===== src/rtl/core/bta_pkg.sv =====
// shared types, constants and command/status structs of the buddy block allocator
package bta_pkg;

  localparam int POOL_LOG2 = 20;
  localparam int MIN_LOG2 = 7;
  localparam int TREE_LEVELS = 14;
  localparam int DEEP_LVL = TREE_LEVELS - 1;
  localparam int NODE_W = 14;
  localparam int NODE_DEPTH = 1 << NODE_W;
  localparam int IDX_W = 13;
  localparam int LVL_W = 4;
  localparam int SH_W = 5;
  localparam int OFF_W = 20;
  localparam int SIZE_W = 22;
  localparam int FOFF_W = 21;
  localparam int STAT_W = 3;
  localparam int IN_W = 48;
  localparam int OUT_W = 32;

  typedef enum logic [STAT_W-1:0] {
    ST_OK       = 3'd0,
    ST_ZERO     = 3'd1,
    ST_BIG      = 3'd2,
    ST_FULL     = 3'd3,
    ST_RANGE    = 3'd4,
    ST_NOTALLOC = 3'd5
  } bta_status_t;

  typedef enum logic [3:0] {
    S_CLEAR, S_IDLE, S_DECODE, S_SELF_RD, S_SELF_EV, S_ANC_RD, S_ANC_EV,
    S_DESC_RD, S_DESC_EV, S_MARK, S_FREE_RD, S_FREE_EV, S_FIN
  } bta_state_t;

  typedef enum logic [1:0] {RD_NODE, RD_PARENT, RD_DESC, RD_FREE} bta_rd_sel_t;

  typedef struct packed {
    logic        clr_step;
    logic        load;
    logic        a_init;
    logic        a_next;
    logic        anc_init;
    logic        anc_step;
    logic        desc_init;
    logic        desc_step;
    logic        f_init;
    logic        f_next;
    bta_rd_sel_t rd_sel;
    logic        mark_set;
    logic        mark_clr;
    logic        res_set;
    bta_status_t res_status;
    logic        res_free;
    logic        out_load;
  } bta_cmd_t;

  typedef struct packed {
    logic clr_last;
    logic is_free;
    logic size_zero;
    logic size_big;
    logic off_big;
    logic rmark;
    logic node_root;
    logic cur_root;
    logic idx_last;
    logic lvl_deep;
    logic desc_done;
    logic f_aligned;
    logic out_busy;
  } bta_stat_t;

endpackage


===== src/rtl/core/bta_ctrl.sv =====
// sequencing state machine of the buddy block allocator
module bta_ctrl (
  input  logic               clk,
  input  logic               rst_n,
  input  logic               in_tvalid,
  output logic               in_tready,
  input  bta_pkg::bta_stat_t st,
  output bta_pkg::bta_cmd_t  cmd
);
  import bta_pkg::*;

  bta_state_t state_r, state_nxt;

  always_ff @(posedge clk) begin
    if (!rst_n) begin
      state_r <= S_CLEAR;
    end else begin
      state_r <= state_nxt;
    end
  end

  always_comb begin
    cmd = '0;
    cmd.rd_sel = RD_NODE;
    cmd.res_status = ST_OK;
    state_nxt = state_r;
    in_tready = 1'b0;
    case (state_r)
      S_CLEAR: begin
        cmd.clr_step = 1'b1;
        if (st.clr_last) state_nxt = S_IDLE;
      end
      S_IDLE: begin
        in_tready = 1'b1;
        if (in_tvalid) begin
          cmd.load = 1'b1;
          state_nxt = S_DECODE;
        end
      end
      S_DECODE: begin
        if (st.is_free) begin
          if (st.off_big) begin
            cmd.res_set = 1'b1;
            cmd.res_status = ST_RANGE;
            state_nxt = S_FIN;
          end else begin
            cmd.f_init = 1'b1;
            state_nxt = S_FREE_RD;
          end
        end else if (st.size_zero) begin
          cmd.res_set = 1'b1;
          cmd.res_status = ST_ZERO;
          state_nxt = S_FIN;
        end else if (st.size_big) begin
          cmd.res_set = 1'b1;
          cmd.res_status = ST_BIG;
          state_nxt = S_FIN;
        end else begin
          cmd.a_init = 1'b1;
          state_nxt = S_SELF_RD;
        end
      end
      S_SELF_RD: begin
        cmd.rd_sel = RD_NODE;
        state_nxt = S_SELF_EV;
      end
      S_SELF_EV, S_ANC_EV, S_DESC_EV: begin
        if (st.rmark) begin
          if (st.idx_last) begin
            cmd.res_set = 1'b1;
            cmd.res_status = ST_FULL;
            state_nxt = S_FIN;
          end else begin
            cmd.a_next = 1'b1;
            state_nxt = S_SELF_RD;
          end
        end else if (state_r == S_DESC_EV) begin
          if (st.desc_done) begin
            state_nxt = S_MARK;
          end else begin
            cmd.desc_step = 1'b1;
            state_nxt = S_DESC_RD;
          end
        end else if ((state_r == S_SELF_EV && st.node_root) ||
                     (state_r == S_ANC_EV && st.cur_root)) begin
          if (st.lvl_deep) begin
            state_nxt = S_MARK;
          end else begin
            cmd.desc_init = 1'b1;
            state_nxt = S_DESC_RD;
          end
        end else if (state_r == S_SELF_EV) begin
          cmd.anc_init = 1'b1;
          state_nxt = S_ANC_RD;
        end else begin
          state_nxt = S_ANC_RD;
        end
      end
      S_ANC_RD: begin
        cmd.rd_sel = RD_PARENT;
        cmd.anc_step = 1'b1;
        state_nxt = S_ANC_EV;
      end
      S_DESC_RD: begin
        cmd.rd_sel = RD_DESC;
        state_nxt = S_DESC_EV;
      end
      S_MARK: begin
        cmd.mark_set = 1'b1;
        cmd.res_set = 1'b1;
        cmd.res_status = ST_OK;
        state_nxt = S_FIN;
      end
      S_FREE_RD: begin
        cmd.rd_sel = RD_FREE;
        if (st.f_aligned) begin
          state_nxt = S_FREE_EV;
        end else if (st.lvl_deep) begin
          cmd.res_set = 1'b1;
          cmd.res_status = ST_NOTALLOC;
          state_nxt = S_FIN;
        end else begin
          cmd.f_next = 1'b1;
        end
      end
      S_FREE_EV: begin
        if (st.rmark) begin
          cmd.mark_clr = 1'b1;
          cmd.res_set = 1'b1;
          cmd.res_free = 1'b1;
          cmd.res_status = ST_OK;
          state_nxt = S_FIN;
        end else if (st.lvl_deep) begin
          cmd.res_set = 1'b1;
          cmd.res_status = ST_NOTALLOC;
          state_nxt = S_FIN;
        end else begin
          cmd.f_next = 1'b1;
          state_nxt = S_FREE_RD;
        end
      end
      S_FIN: begin
        if (!st.out_busy) begin
          cmd.out_load = 1'b1;
          state_nxt = S_IDLE;
        end
      end
      default: state_nxt = S_IDLE;
    endcase
  end

  a_load_idle: assert property (@(posedge clk) disable iff (!rst_n)
    cmd.load |-> state_r == S_IDLE)
    else $error("transaction taken outside idle");
  a_mark_excl: assert property (@(posedge clk) disable iff (!rst_n)
    !(cmd.mark_set && cmd.mark_clr))
    else $error("set and clear in one cycle");
  a_fin_follows: assert property (@(posedge clk) disable iff (!rst_n)
    cmd.res_set |=> state_r == S_FIN)
    else $error("result not followed by finish");

endmodule


===== config.mk =====
export PLATFORM = sky130hd
export DESIGN_NAME = bta_ctrl
export DESIGN_NICKNAME = d
export VERILOG_FILES = /design/src/rtl/core/bta_pkg.sv /design/src/rtl/core/bta_ctrl.sv
export SDC_FILE = /design/constraint.sdc
export NUM_CORES = 1
export LEC_CHECK = 0
export ABC_AREA = 1
export BUFFER_PORTS_ARGS = -buffer_cell sky130_fd_sc_hd__clkbuf_2
export CORE_MARGIN = 10
export CORE_UTILIZATION = 48
export DETAILED_ROUTE_END_ITERATION = 7
export PLACE_DENSITY = 0.86
export SYNTH_ARGS = -nofsm -noshare
export SYNTH_HDL_FRONTEND = slang
export SYNTH_SLANG_ARGS = --single-unit

===== constraint.sdc =====
create_clock -name clk -period 2.42 [get_ports clk]
set_input_delay 0.242 -clock clk [delete_from_list [all_inputs] [get_ports clk]]
set_output_delay 0.242 -clock clk [all_outputs]
set_load 0.02 [all_outputs]

==> summary.md, run 1 <==
| Metric | Value |
|---|---|
| Layout area overhead | `28.08%` |
| Die ar. | `approximately 3500 sq um` |
| Routed WL per cell | `12.08 um` |
| Sw frac | `0.5716` |
| CTS buffer count | `3` |
| Cell taking the most area after synthesis | `nand2_1` |
| Post-route cell area | `about 920 sq um` |
| Gr ovfl total | `0` |
| Diodes inserted | `0` |
| Die W | `slightly below 60 um` |
| Mapped cell area | `roughly 720 sq um` |
| Sequential share of power | `0.176` |
| Largest net degree at the start of global routing | `9` |
| Post_cts resized | `0` |
| Port bufs | `36` |
| Height of the die | `58.78 um` |
| Count of different cell masters after synthesis | `25` |
| Int Pwr | `between 0.2 and 0.3 mW` |
| Placer Congestion | `between 0.9 and 1` |
| Worst Tran Pin Value | `~330 ps` |
| Worst-path clk slew | `~40 ps` |
| Critical path class | `reg2out` |
| Cell with the most instances after synthesis | `nand2_1` |
| Worst-case clock skew | `approximately 4 ps` |
| CP Max Fanout | `6` |
| Post-synth EDFFs | `0` |
| Maximum vdd drop | `0.5709 mV` |
| CTS root buf | `clkbuf_4` |
| Unrepaired setup endpoints after global routing | `no` |
| Fmax | `between 0.5 and 0.6 GHz` |
| H-tree levels | `1` |
| Register area | `about 80 sq um` |
| DR vias | `a little under 1000` |
| Top Registers | `state_r: 4 flops` |
| Initial DRC count | `28` |
| Top_reg_cell synth | `dfxtp_1` |
| Clk sink count | `4` |
| Post-Syn Instances | `roughly 140` |
| Layout cells sized above 1 | `0.3815` |
| Core box area | `around 1400 sq um` |
| CTS Buffer Depth | `2` |
| Post-CTS setup buffer count | `0` |
| Max-slew violation count | `0` |
| I/O pin total | `37` |
| Largest Register | `state_r` |
| Vias in the first global route | `951` |
| Final #Nets | `roughly 190` |
| Outcome | `completed` |
| WP data required | `2180 ps` |
| # DRC | `0` |
| Hold Path Class | `in2reg` |
| Power Dens Cells | `around 740 nW/um^2` |
| Placed Area | `902.1 sq um` |
| CTS tree | `done` |
| Max-Cap Viols | `0` |
| Initial antenna violation count | `0` |
| CP Capture Type | `output pin` |
| Slew headroom | `0.7760` |
| Asr flop ratio synth | `0` |
| # hold bufs at CTS | `0` |
| Crit path time final | `1836 ps` |
| Syn nets | `~150` |
| Area occupied by multi-input gates | `about 530 sq um` |
| Vias per cell | `a little over 5` |
| Yosys top cell area share | `0.2080` |
| Seq/Total Area, Yosys | `0.1109` |
| YS warnings | `0` |
| GRT Total Usage | `0.1290` |
| DRT antenna net count | `0` |
| Logic gate share of total power | `0.708` |
| TritonRoute pass-1 iters | `4` |
| Critical path data arrival time | `1590 ps` |
| Hold Fails Final Rpt | `0` |
| Psw | `between 0.3 and 0.4 mW` |
| Final TNS setup | `0 ps` |
| Standard-cell rows | `13` |
| Clock share of power | `0.116` |
| Detail Placement HPWL | `2030 um` |
| Worst-skew pair later-pin latency | `between 200 and 250 ps` |
| Pleak | `roughly 0.6 nW` |
| Seq cells post-synth | `4` |
| WL final | `2271 um` |
| Fillers | `approximately 140` |
| First-pass GRT wire length | `about 3800 um` |
| Syn_area_per_cell | `5.308 sq um` |
| Number of flip-flops in the largest register | `4` |
| Period utilization | `0.7586` |
| # setup viols final | `0` |
| Largest cells by area after synthesis | `nand2_1, dfxtp_1, nor2_1, inv_1, nand3_1` |
| Initial Util | `0.5284` |
| Setup crit start kind | `flop` |
| Power Total | `0.6841 mW` |
| Post-synth top cells | `nand2_1, nor2_1, inv_1` |
[per-stage QoR]
step	worst slack (ps)	util	hold WS [ps]	instances
after floorplan	884.1	-	412.6	136
after global placement	866.4	0.6603	513.8	185
after detailed placement	825.5	0.6603	538.1	185
after CTS	574.4	0.6767	294.9	188
after global routing	467.5	0.6767	332.5	188
final	584.2	0.6767	291.6	188
[final cells by class]
class | count | share of cell area
well taps | 15 | 0.02030
flip-flops and latches | 4 | 0.08660
clock buffers | 3 | 0.02436
multi-input cells | 106 | 0.5751
inverters | 24 | 0.09878
repair buffers | 36 | 0.1949
[critical path: stages, from the launching register on]
cell and delay (ps):
dfxtp_1 450, nand2_1 160, nor2_2 180, a21oi_2 70
nor2_1 140, inv_1 90, nand3_1 90, clkbuf_2 170
[kinds of logic (layout without fill, tap and decap cells)]
logic type | Yosys count | after routing | synth area share
DFF | 4 | 4 | 0.1109
and+or+nand+nor | 93 | 93 | 0.6256
buffers and inverters | 26 | 63 | 0.1525
AOI/OAI and AO/OA | 13 | 13 | 0.1109
[layout by cell type, fill, tap and decap left out, types with 3 or more instances in the layout]
master and count:
dfxtp_1 4, nand2_2 4, a21oi_1 5, nor2_1 21, inv_2 6, nand3_1 10
nor2_2 5, inv_1 17, clkbuf_4 3, clkbuf_2 36, nand2_1 40, nor2_4 4
[layer usage]
| metal | vias to the layer above | GRT usage | routed length (um) |
|---|---|---|---|
| li1 | 500 | - | - |
| met1 | 434 | 0.1475 | 879 |
| met2 | 32 | 0.2282 | 1193 |
| met3 | 2 | 0.02146 | 176 |
| met4 | 0 | 0.05246 | 21 |
| met5 | - | 0 | 0 |
[path summary, 6_finish.rpt]
kind                            startpoint    endpoint  slack (ps)  cells after the start
worst min register to register  state_r[3]  state_r[3]         590                      2
worst min-delay path                 rst_n  state_r[3]         290                      3
worst max-delay path            state_r[3]      cmd[2]         580                      7
worst max register to register  state_r[3]  state_r[0]        1000                      9
[power by group through the flow]
stage | registers (mW) | clock network (mW) | logic, mW
3_3_place_gp | 0.118 | 0 | 0.473
4_1_cts | 0.119 | 0.0826 | 0.485
3_5_place_dp | 0.121 | 0 | 0.482
2_1_floorplan | 0.116 | 0 | 0.361
6_report | 0.120 | 0.0794 | 0.484
5_1_grt | 0.123 | 0.0845 | 0.542
(Power assumes the default switching activity.)
==> inputs of run 2 (changes only) <==
Settings changed: CORE_ASPECT_RATIO from default to 0.8, CORE_UTILIZATION 48 to 44, PLACE_DENSITY 0.86 to 0.8.
Clock period 2.42 ns to 1.9 ns, I/O delays scaled along.
==> summary.md, run 2 (same netlist as run 1, synthesis figures left out) <==
| Metric | Value |
|---|---|
| Outcome | `completed` |
| Largest net degree at the start of global routing | `9 (unchanged)` |
| CP Max Fanout | `5 (-1)` |
| CTS Buffer Depth | `2 (unchanged)` |
| Hold Path Class | `in2reg` |
| Final Non-Filler Cells | `194 (+3.2%)` |
| Hold Fails Final Rpt | `0 (unchanged)` |
| # setup viols final | `0 (unchanged)` |
| Die W | `65.29 um (+11%)` |
| Fmax | `approximately 0.54 GHz` |
| Placer Congestion | `0.9037 (-5.4%)` |
| Max-slew violation count | `0 (unchanged)` |
| Worst-case clock skew | `5.335 ps (+1.429 ps)` |
| Worst-path clk slew | `40 ps (about the same)` |
| Power Total | `0.8994 mW (+31%)` |
| Initial Util | `0.4906 (-0.03774)` |
| Buffers & Inverters on Critical Path | `3 (+1)` |
| Worst Hold Depth | `3 (unchanged)` |
| DRT antenna net count | `0 (unchanged)` |
| GRT Total Usage | `0.1292 (+0.0001969)` |
| RR Startpoint | `state_r[0]` |
| Die ar. | `3671 sq um (+6.2%)` |
| # DRC | `0 (unchanged)` |
| Period utilization | `0.9721` |
| Terminus of the critical flop-to-flop path | `state_r[2]` |
| CP max stage delay | `440 ps (about the same)` |
| CP Capture Type | `output pin` |
| H-tree levels | `1 (unchanged)` |
| Placed cell count | `191 (+3.2%)` |
| Diodes inserted | `0 (unchanged)` |
| WP data required | `1710 ps (-470 ps)` |
| Final #Nets | `191 (unchanged)` |
| Detail Placement HPWL | `2061 um (+1.5%)` |
| Crit path time final | `1847 ps` |
| Critical path data arrival time | `1660 ps (+70 ps)` |
| R2R setup slack | `420 ps (-580 ps)` |
| Initial antenna violation count | `0 (unchanged)` |
| Post-CTS setup buffer count | `0 (unchanged)` |
| Initial DRC count | `61 (+120%)` |
| Most common cell after layout, fill and taps aside | `nand2_1` |
| Final TNS setup | `0 ps (unchanged)` |
| Slew headroom | `0.8126 (+0.03661)` |
| Height of the die | `56.23 um (-4.3%)` |
| Vias per cell | `5.010 (-2.7%)` |
| Pleak | `0.6133 nW (+0.16%)` |
| Setup slack after layout | `52.97 ps (-531.2 ps)` |
| WL final | `2416 um (+6.4%)` |
| I/O pin total | `37 (unchanged)` |
| Routed WL per cell | `12.45 um (+3.1%)` |
| Port bufs | `36 (unchanged)` |
| CTS root buf | `clkbuf_4` |
| Worst Tran Pin Value | `278.6 ps (-54.41 ps)` |
| DR vias | `972 (+0.41%)` |
| Post-route cell area | `934.6 sq um (+1.1%)` |
| Largest Register | `state_r` |
| Max-Cap Viols | `0 (unchanged)` |
| Top Registers | `state_r: 4 flops` |
| Layout area overhead | `29.46%` |
| CP top delay family | `flip-flops` |
| Vias in the first global route | `881 (-7.4%)` |
| Final core occ | `0.6352 (-0.04154)` |
| Number of flip-flops in the largest register | `4 (unchanged)` |
| Gr ovfl total | `0 (unchanged)` |
| CTS buffer count | `3 (unchanged)` |
| Critical path class | `reg2out` |
| Worst-skew pair later-pin latency | `250 ps (+20 ps)` |
| Clk sink count | `4 (unchanged)` |
| Setup crit start kind | `flop` |
| Hold EP | `state_r[0]` |
| TritonRoute pass-1 iters | `4 (unchanged)` |
| Worst reg2reg path depth | `9 (unchanged)` |
| # hold bufs at CTS | `0 (unchanged)` |
| Commonest cells after routing, fill and taps aside | `nand2_1, clkbuf_2, nor2_1` |
| CP Cell Sequence | `inv_2 -> nand2_2 -> nor2_2 -> a21oi_2 -> nor2_1 -> inv_1 -> nand4_1 -> clkbuf_2` |
| Core box area | `1471 sq um (+7.7%)` |
| Power Dens Cells | `962.3 nW/um^2 (+30%)` |
| Hold Worst Slack | `221.6 ps (-69.98 ps)` |
| Beginning of the worst hold path | `rst_n` |
| Unrepaired setup endpoints after global routing | `no` |
| Post_cts resized | `0 (unchanged)` |
| Crit-path slowest cell | `dfxtp_1` |
| Layout cells sized above 1 | `0.3931 (+0.01156)` |
| Maximum vdd drop | `0.4425 mV (-22%)` |
| First-pass GRT wire length | `3884 um (+1.3%)` |
| Standard-cell rows | `12 (-1)` |
| Placed Area | `909.6 sq um (+0.83%)` |
| DP Worst Slack | `315.7 ps (-509.8 ps)` |
| CTS tree | `done` |
==> run 2: final cells by class <==
type                            instances  area, sq um
Multi-Input combinational cell        106        531.8
Sequential cell                         4        82.58
Timing Repair Buffer                   36        180.2
Inverter                               24        91.34
Fill cell                             156        536.8
Clock buffer                            3        22.52
Tap cell                               21        26.28
==> run 2: worst max-delay path by stage <==
| stage | startpoint | end | slack [ps] | cells after the start |
|---|---|---|---|---|
| final | state_r[0] | cmd[5] | 50 | 8 |
| after global routing | state_r[0] | cmd[5] | 4 | 8 |
| after CTS | state_r[3] | cmd[5] | 50 | 7 |
| after detailed placement | state_r[3] | cmd[5] | 320 | 7 |
| after global placement | state_r[3] | cmd[4] | 390 | 9 |
| after floorplan | state_r[0] | cmd[15] | 420 | 4 |
==> run 2: power breakdown <==
| part | total, mW | internal (mW) | leakage (nW) | switching, mW |
|---|---|---|---|---|
| combinational | 0.628 | 0.193 | 0.566 | 0.434 |
| clock | 0.115 | 0.0712 | 0.0138 | 0.0433 |
| sequential | 0.157 | 0.112 | 0.0336 | 0.0453 |
==> run 2: layer usage <==
metal,GRT usage,vias up,share of wire
met3,0.04819,4,0.098
met1,0.1683,412,0.46
li1,-,502,-
met5,0,-,0
met4,0.05455,0,0.012
met2,0.1812,54,0.43
==> run 2: worst reg2reg max path, cell delays in order, from the launching register on <==
cell	delay (ps)
dfxtp_1	440
inv_2	90
nand2_2	120
nor2_2	70
a21oi_2	220
nor2_1	110
nor2_1	120
nand2_1	60
nand2_1	50
a21oi_1	70
==> inputs of run 3 (changes only) <==
Settings changed: CORE_ASPECT_RATIO 0.8 to default, CORE_UTILIZATION 44 to 46, CTS_BUF_LIST from default to sky130_fd_sc_hd__clkbuf_2, PLACE_DENSITY 0.8 to 0.83.
==> summary.md, run 3 (same netlist as run 1, synthesis figures left out) <==
| Metric | Value |
|---|---|
| Outcome | `completed` |
| Die ar. | `3554 sq um (-3.2%)` |
| Unrepaired setup endpoints after global routing | `no` |
| Fmax | `0.5677 GHz (+4.9%)` |
| Worst-path clk slew | `40 ps (about the same)` |
| Post_cts resized | `0 (unchanged)` |
| # DRC | `0 (unchanged)` |
| Crit-path slowest cell | `dfxtp_1` |
| Commonest cells after routing, fill and taps aside | `nand2_1, clkbuf_2, nor2_1` |
| Period utilization | `0.9271 (-0.04501)` |
| Maximum vdd drop | `0.7623 mV (+72%)` |
| Pleak | `0.6115 nW (-0.30%)` |
| Final #Nets | `191 (unchanged)` |
| TritonRoute pass-1 iters | `4 (unchanged)` |
| Number of flip-flops in the largest register | `4 (unchanged)` |
| Worst-case clock skew | `4.340 ps (-0.9949 ps)` |
| CTS buffer count | `3 (unchanged)` |
| Initial antenna violation count | `0 (unchanged)` |
| Met1 WL | `880 um (-21%)` |
| DRT antenna net count | `0 (unchanged)` |
| Detail Placement HPWL | `2056 um (-0.25%)` |
| Clk sink count | `4 (unchanged)` |
| CP Max Fanout | `5 (unchanged)` |
| Final Non-Filler Cells | `189 (-2.6%)` |
| Most common cell after layout, fill and taps aside | `nand2_1` |
| Slew headroom | `0.8167 (+0.004149)` |
| Die W | `59.62 um (-8.7%)` |
| Worst-skew pair later-pin latency | `200 ps (-50 ps)` |
| Hold Fails Final Rpt | `0 (unchanged)` |
| Setup crit start kind | `flop` |
| WL final | `2323 um (-3.8%)` |
| Buffers & Inverters on Critical Path | `3 (unchanged)` |
| CP Capture Type | `output pin` |
| CTS tree | `done` |
| Diodes inserted | `0 (unchanged)` |
| I/O pin total | `37 (unchanged)` |
| WP data required | `1710 ps (about the same)` |
| Hold Path Class | `in2reg` |
| CTS Buffer Depth | `2 (unchanged)` |
| Critical path class | `reg2out` |
| Vias in the first global route | `972 (+10%)` |
| Placed cell count | `186 (-2.6%)` |
| Met3 wire length | `145 um (-39%)` |
| Initial DRC count | `11 (-82%)` |
| CP max stage delay | `450 ps (about the same)` |
| H-tree levels | `1 (unchanged)` |
| Placer Congestion | `0.8993 (-0.49%)` |
| Top Registers | `state_r: 4 flops` |
| # setup viols final | `0 (unchanged)` |
| First-pass GRT wire length | `3836 um (-1.2%)` |
| Routed met2 length | `1281 um (+23%)` |
| Worst Tran Pin Value | `272.4 ps (-6.166 ps)` |
| Final core occ | `0.6176 (-0.01756)` |
| Power Dens Cells | `931.9 nW/um^2 (-3.2%)` |
| Max-slew violation count | `0 (unchanged)` |
| Largest Register | `state_r` |
| CP top delay family | `flip-flops` |
| Height of the die | `59.62 um (+6.0%)` |
| # hold bufs at CTS | `0 (unchanged)` |
| Final TNS setup | `0 ps (unchanged)` |
| Largest net degree at the start of global routing | `9 (unchanged)` |
| Gr ovfl total | `0 (unchanged)` |
| DR vias | `947 (-2.6%)` |
| Routed WL per cell | `12.29 um (-1.3%)` |
| Critical path data arrival time | `1570 ps (-90 ps)` |
| Post-CTS setup buffer count | `0 (unchanged)` |
| DP Worst Slack | `365.5 ps (+49.75 ps)` |
| Layout cells sized above 1 | `0.3873 (-0.005780)` |
| CP Cell Sequence | `inv_2 -> nand2_2 -> nor2_2 -> a21oi_2 -> nor2_1 -> inv_1 -> nand4_1 -> clkbuf_2` |
| Setup slack after layout | `138.5 ps (+85.52 ps)` |
| GRT Total Usage | `0.1311 (+0.001904)` |
| Initial Util | `0.4849 (-0.005772)` |
| Core box area | `1489 sq um (+1.2%)` |
| Crit path time final | `1762 ps (-85.52 ps)` |
| Layout area overhead | `27.38%` |
| CTS root buf | `clkbuf_2` |
| Top sig layer | `met4` |
| Standard-cell rows | `14 (+2)` |
| Max-Cap Viols | `0 (unchanged)` |
| Vias per cell | `5.011 (about the same)` |
| Port bufs | `36 (unchanged)` |
run 3: changes by cell type in the layout (fill, tap and decap cells not counted):
cell and change:
clkbuf_2 +3, dfxtp_1 +1, dfxtp_2 -1, clkbuf_4 -3
run 3: layout make-up:
class / instances / area (sq um)
clock buffers: 3 / 15.01
fillers: 168 / 569.3
inverters: 24 / 91.34
multi-input cells: 106 / 531.8
flip-flops and latches: 4 / 81.33
well taps: 16 / 20.02
repair buffers: 36 / 180.2
run 3: final timing paths:
check,startpoint,end,slack (ps),cells past startpoint
worst max-delay path,state_r[0],cmd[5],140,8
worst min register to register,state_r[3],state_r[3],590,2
worst max register to register,state_r[3],state_r[2],420,10
worst min-delay path,rst_n,state_r[0],270,3
run 3: worst register-to-register path: cells and delay by family (launching register included):
family / cells / cell delay, ps
simple gates: 7 / 570
flops: 1 / 450
compound gates: 2 / 260
buf+inv: 1 / 100
run 3: routing by layer:
layer / up-vias / GRT usage
li1: 497 / -
met1: 422 / 0.1280
met2: 26 / 0.2541
met3: 2 / 0.03219
met4: 0 / 0.04808
met5: - / 0
run 3: stage by stage:
step                      instance area, sq um  power [mW]  hold WS (ps)
final                                    919.6      0.8570         265.5
after global placement                   903.4      0.7600         468.7
after detailed placement                 903.4      0.7751         476.5
after global routing                     919.6      0.9401         285.4
after CTS                                918.4      0.8578         255.0
after floorplan                          721.9      0.6083         360.6
run 3: report_power, final:
part / internal (mW) / switching (mW) / total (mW) / leakage [nW]
Sequential: 0.111 / 0.0434 / 0.154 / 0.0331
Clock: 0.0424 / 0.0325 / 0.0749 / 0.0125
Combinational: 0.193 / 0.435 / 0.628 / 0.566
Total: 0.346 / 0.511 / 0.857 / 0.611
